===== src/rtl/idw_pkg.sv =====
// Shared types and constants of the inverse distance weights unit.
`timescale 1ns / 1ps
package idw_pkg;

   localparam int POS_W    = 24;
   localparam int VID_W    = 20;
   localparam int SRC_W    = 12;
   localparam int WGT_W    = 16;
   localparam int THR_W    = 16;
   localparam int POW_W    = 2;
   localparam int CSR_IDX_W = 4;
   localparam int CSR_DAT_W = 16;

   // divider widths
   localparam int DEN_W  = 54;
   localparam int LOW_W  = 48;
   localparam int DCNT_W = 6;

   localparam logic [1:0] CMD_CLEAR  = 2'd0;
   localparam logic [1:0] CMD_APPEND = 2'd1;
   localparam logic [1:0] CMD_QUERY  = 2'd2;

   localparam logic [CSR_IDX_W-1:0] CSR_THRESHOLD = 4'd0;
   localparam logic [CSR_IDX_W-1:0] CSR_POWER     = 4'd1;

   localparam logic [THR_W-1:0] THRESHOLD_RESET = 16'd3000;
   localparam logic [POW_W-1:0] POWER_RESET     = 2'd3;

   typedef struct packed {
      logic [1:0]              cmd;
      logic signed [POS_W-1:0] pos_x;
      logic signed [POS_W-1:0] pos_y;
      logic signed [POS_W-1:0] pos_z;
      logic [VID_W-1:0]        vertex_id;
   } req_payload_type;

   typedef struct packed {
      logic [VID_W-1:0] row_id;
      logic [SRC_W-1:0] source_id;
      logic [WGT_W-1:0] weight;
      logic             hit;
      logic             overflow;
      logic             last;
   } rsp_payload_type;

   typedef struct packed {
      logic [CSR_IDX_W-1:0] index;
      logic [CSR_DAT_W-1:0] data;
   } csr_payload_type;

   typedef struct packed {
      logic              start;
      logic [DEN_W-1:0]  rem0;
      logic [LOW_W-1:0]  low;
      logic [DCNT_W-1:0] count;
      logic [DEN_W-1:0]  den;
   } div_req_type;

   typedef struct packed {
      logic             done;
      logic [LOW_W-1:0] quot;
   } div_rsp_type;

endpackage


===== src/rtl/idw_div.sv =====
// Restoring shift-subtract divider, one quotient bit per cycle.
`timescale 1ns / 1ps
module idw_div (
   input  logic                 clock,
   input  logic                 reset,
   input  idw_pkg::div_req_type div_req,
   output idw_pkg::div_rsp_type div_rsp
);
   import idw_pkg::*;

   logic              busy_ff, done_ff;
   logic [DEN_W-1:0]  rem_ff, den_ff;
   logic [LOW_W-1:0]  low_ff, quot_ff;
   logic [DCNT_W-1:0] cnt_ff;
   logic [DEN_W:0]    trial;
   logic              ge;

   assign trial = {rem_ff, low_ff[LOW_W-1]};
   assign ge    = trial >= {1'b0, den_ff};

   always_ff @(posedge clock) begin
      if (reset) begin
         busy_ff <= 1'b0;
         done_ff <= 1'b0;
      end else begin
         done_ff <= 1'b0;
         if (div_req.start) begin
            busy_ff <= 1'b1;
         end else if (busy_ff && cnt_ff == DCNT_W'(1)) begin
            busy_ff <= 1'b0;
            done_ff <= 1'b1;
         end
      end
   end

   always_ff @(posedge clock) begin
      if (div_req.start) begin
         rem_ff  <= div_req.rem0;
         low_ff  <= div_req.low;
         den_ff  <= div_req.den;
         cnt_ff  <= div_req.count;
         quot_ff <= '0;
      end else if (busy_ff) begin
         rem_ff  <= ge ? DEN_W'(trial - {1'b0, den_ff}) : trial[DEN_W-1:0];
         low_ff  <= {low_ff[LOW_W-2:0], 1'b0};
         quot_ff <= {quot_ff[LOW_W-2:0], ge};
         cnt_ff  <= cnt_ff - 1'b1;
      end
   end

   assign div_rsp.done = done_ff;
   assign div_rsp.quot = quot_ff;

endmodule


===== config.mk =====
export PLATFORM = sky130hd
export DESIGN_NAME = idw_div
export DESIGN_NICKNAME = d
export VERILOG_FILES = /design/src/rtl/idw_pkg.sv /design/src/rtl/idw_div.sv
export SDC_FILE = /design/constraint.sdc
export NUM_CORES = 1
export LEC_CHECK = 0
export BUFFER_PORTS_ARGS = -buffer_cell sky130_fd_sc_hd__buf_2
export CAP_MARGIN = 30
export CORE_ASPECT_RATIO = 0.8
export CORE_MARGIN = 4
export CORE_UTILIZATION = 45
export CTS_BUF_LIST = sky130_fd_sc_hd__clkbuf_4 sky130_fd_sc_hd__clkbuf_8
export DETAILED_ROUTE_END_ITERATION = 16
export PLACE_DENSITY = 0.67
export SLEW_MARGIN = 20
export SYNTH_ARGS = -nofsm -noshare
export SYNTH_HDL_FRONTEND = slang
export SYNTH_SLANG_ARGS = --single-unit
export TNS_END_PERCENT = 1

===== constraint.sdc =====
create_clock -name clock -period 2.9 [get_ports clock]
set_input_delay 0.435 -clock clock [delete_from_list [all_inputs] [get_ports clock]]
set_output_delay 0.435 -clock clock [all_outputs]
set_load 0.1 [all_outputs]

==> flow_metrics.py <==
metrics = {
    "grt": {
        "grtUsageTotal_pct": 20.9,
        "number_of_antenna_violations_at_the_first_check_in_global_routing": 5,
        "grt_pass1_vias": 9817,
        "grt.overflow.total": 0,
        "grt_max_degree": 90,
        "grt_pass1_wl_um": 50100,
    },
    "yosys": {
        "synth_sequential_area_ratio_pct": 49.7,
        "count_of_state_elements_after_synthesis": 212,
        "cell_count_after_synthesis": 1100,
        "number_of_flops_mapped_to_enable_cells_by_yosys": 162,
        "netlist_area_mm2": 0.0118,
        "flip_flop_cell_with_the_highest_count_after_synthesis": "sky130_fd_sc_hd__edfxtp_1",
        "synth_cell_types": 71,
        "ys.warnings.count": 0,
        "synth-async-reset-ratio_pct": 0,
        "synthesis.nets": 1322,
        "postSynthAreaPerCell_um2": 10.7,
    },
    "finish": {
        "post_route_cells_drive_above_1_share_pct": 41.3,
        "layout.nets": 1711,
        "filler_cells_inserted": 2140,
        "stdcell_area_mm2": 0.0158,
        "syn_to_final_growth_pct": 33.6,
        "layout_commonest_cell": "sky130_fd_sc_hd__buf_2",
        "layout_common_cells": "212 x sky130_fd_sc_hd__buf_2, 179 x sky130_fd_sc_hd__buf_4, 162 x sky130_fd_sc_hd__edfxtp_1",
    },
    "timing": {
        "timing.clock.skew_ns": 0.0234,
        "finalSetupViolations": 45,
        "worst_slew_pin_slew_ns": 0.803,
        "fmax_mhz": 326,
        "rsz_0062_raised_after_global_routing": "true",
        "final_max_slew_viols": 0,
        "fin_ws_ns": -0.170,
        "worst_slew_margin_rel_pct": 46.5,
        "timing_hold_violations_final": 0,
        "final.setup.tns_ns": -4.14,
        "layout_worst_path_cycle_share_pct": 106,
        "final.min_clock_period_ns": 3.07,
    },
    "floorplanning": {
        "die_width_um": 189,
        "std_cell_rows": 52,
        "starting_utilization_of_the_core_area_pct": 46.2,
        "fp.coreArea_mm2": 0.0256,
        "die_area_mm2": 0.0289,
        "boundaryPins": 214,
        "die_height_um": 153,
    },
    "routing": {
        "wl_met1_um": 13800,
        "met2WireLength_um": 13800,
        "highest_layer": "met5",
        "dr.first_iter.drc_count": 637,
        "dr.pass1.iters": 5,
        "met3_length_um": 2520,
        "wl_per_cell_um": 16.4,
        "wl_um": 30500,
        "detail_route.vias_per_cell": 5.09,
        "postRouteAntennaNets": 0,
        "detail_route.drc_violations": 0,
        "route.vias.total": 9507,
    },
    "cts": {
        "clk_lat_worst_skew_ns": 0.55,
        "cts_tree": "yes",
        "numClockSinks": 212,
        "cts-htree-levels": 2,
        "cts-root-buf": "sky130_fd_sc_hd__clkbuf_8",
        "cts-buffers-inserted": 36,
        "ctsHoldBuffers": 0,
        "cts.reportedPaths.clkPinSlew_ns": 0.07,
        "maximum_clock_insertion_buffer_count": 3,
    },
    "worst_setup_path": {
        "crit_fanout": 3,
        "cpMaxStageDelayCell": "sky130_fd_sc_hd__edfxtp_1",
        "worstSetupPathType": "reg2reg",
        "worst_setup_start_kind": "flop",
        "critical_path_arrival_ns": 3.48,
        "critical_path.endpoint_type": "flop",
        "critical_path_required_ns": 3.31,
        "crit_chain": "ha_4 -> buf_4 -> nand3_2 -> o21ba_4 -> o31a_1 -> o2111ai_2 -> nand3_2 -> buf_6 -> a21o_1 -> a21o_1 -> buf_6 -> a21oi_2 -> mux2_4 -> o21ai_2",
        "critical_path.max_stage_delay_ns": 0.44,
    },
    "pwr": {
        "cellLeakagePower_nw": 6.97,
        "power-per-cell-area_mw_per_mm2": 828,
        "peakVddDrop_v": 0.000378,
        "finalPower_mw": 13.1,
    },
    "placed_design": {
        "postPlaceCellArea_mm2": 0.0145,
        "gp_congestion": 0.906,
        "dp_wirelength_um": 22400,
        "preCtsSetupSlack_ns": -0.360,
        "numPortBuffers": 213,
    },
    "status": {
        "failed_checks": "setup timing",
        "status": "complete, but fails checks",
    },
    "hold_path": {
        "timing.hold.worst.class": "in2reg",
    },
    "job": {
        "max_cap_violations": 0,
    },
}
[final cells by class]
cell class	instances	area (um^2)	area share, %
Sequential cell	212	5870	37.2
Multi-Input combinational cell	757	5810	36.8
Timing Repair Buffer	406	2660	16.8
Clock buffer	53	636	4.03
Tap cell	351	439	2.78
Inverter	76	285	1.81
Clock inverter	8	72.6	0.460
Antenna cell	4	10.0	0.0634
[repair_timing]
item,in CTS,in global routing
cloned,1,0
endpoints found under the setup margin,54,54
pin swaps,29,3
setup buffers,6,2
resized for setup,62,28
[sequential cells by signal (all words and copies together), names as in the netlist]
register,cells
busy_ff,1
low_ff,48
rem_ff,54
quot_ff,48
done_ff,1
den_ff,54
cnt_ff,6
[cell families (layout without fill, tap and decap cells)]
kind of cell | after synthesis | in the layout | synth area share [%]
AND/OR/NAND/NOR | 259 | 259 | 10.1
AO/OA/AOI/OAI | 252 | 252 | 13.1
flip-flops | 212 | 212 | 49.7
multiplexers | 138 | 138 | 12.7
buffers and inverters | 131 | 543 | 4.56
adder cells (fa/ha/maj) | 57 | 57 | 6.10
XOR/XNOR | 51 | 51 | 3.78
other | 0 | 4 | 0
[synth_stat cells, drive strengths merged (4+ instances only)]
master / instances / area [um^2]
edfxtp: 162 / 4860
nor2: 121 / 454
a21oi: 104 / 524
mux2: 88 / 998
inv: 76 / 285
ha: 56 / 701
nand2: 56 / 213
o21ai: 55 / 283
dfxtp: 50 / 1000
mux2i: 50 / 500
xnor2: 29 / 254
buf: 28 / 151
clkbuf: 27 / 101
a21o: 26 / 195
xor2: 22 / 193
nand4: 15 / 93.8
a31oi: 13 / 81.3
nand3: 13 / 75.1
nor3: 10 / 55.1
nor3b: 10 / 80.1
o21bai: 9 / 67.6
nor2b: 8 / 50.1
and3: 7 / 43.8
a211o: 5 / 43.8
and2: 5 / 31.3
o21a: 5 / 37.5
a211oi: 4 / 35.0
nor4: 4 / 25.0
[path summary, 6_finish.rpt]
kind | cells after the start | endpoint | slack (ns) | start
worst max-delay path | 14 | rem_ff[53]$_DFFE_PP_ | -0.17 | rem_ff[3]$_DFFE_PP_
worst min-delay path | 2 | busy_ff$_SDFFE_PP0P_ | 0.05 | reset
worst max register to register | 14 | rem_ff[53]$_DFFE_PP_ | -0.17 | rem_ff[3]$_DFFE_PP_
worst min register to register | 2 | quot_ff[47]$_SDFFE_PP0P_ | 0.50 | quot_ff[47]$_SDFFE_PP0P_
[critical path, delay by kind of cell, from the launching register on]
kind | cells | cell delay, ns
multiplexers | 1 | 0.31
buffers and inverters | 3 | 0.41
AND/OR/NAND/NOR | 2 | 0.21
adder cells (fa/ha/maj) | 1 | 0.25
AO/OA/AOI/OAI | 7 | 1.31
flip-flops | 1 | 0.44
[routing by layer]
| metal | track usage, % | vias to the layer above |
|---|---|---|
| li1 | - | 4766 |
| met1 | 28.3 | 4430 |
| met2 | 32.9 | 255 |
| met3 | 6.91 | 50 |
| met4 | 5.13 | 6 |
| met5 | 0 | - |
[power by group]
| group | switching (mW) | leakage [nW] | internal [mW] |
|---|---|---|---|
| sequential | 0.236 | 2.02 | 3.83 |
| clock | 1.23 | 0.379 | 1.50 |
| combinational | 3.03 | 4.58 | 3.24 |
[metrics by stage]
stage	instances	utilization, %	hold slack, ns
6_report	1867	61.7	0.0495
5_1_grt	1865	61.7	0.0120
4_1_cts	1861	61.1	0.0138
3_5_place_dp	1793	56.8	0.488
3_3_place_gp	1793	56.8	0.468
2_1_floorplan	1100	-	0.507
No activity file was read; power rests on OpenSTA's default activity.
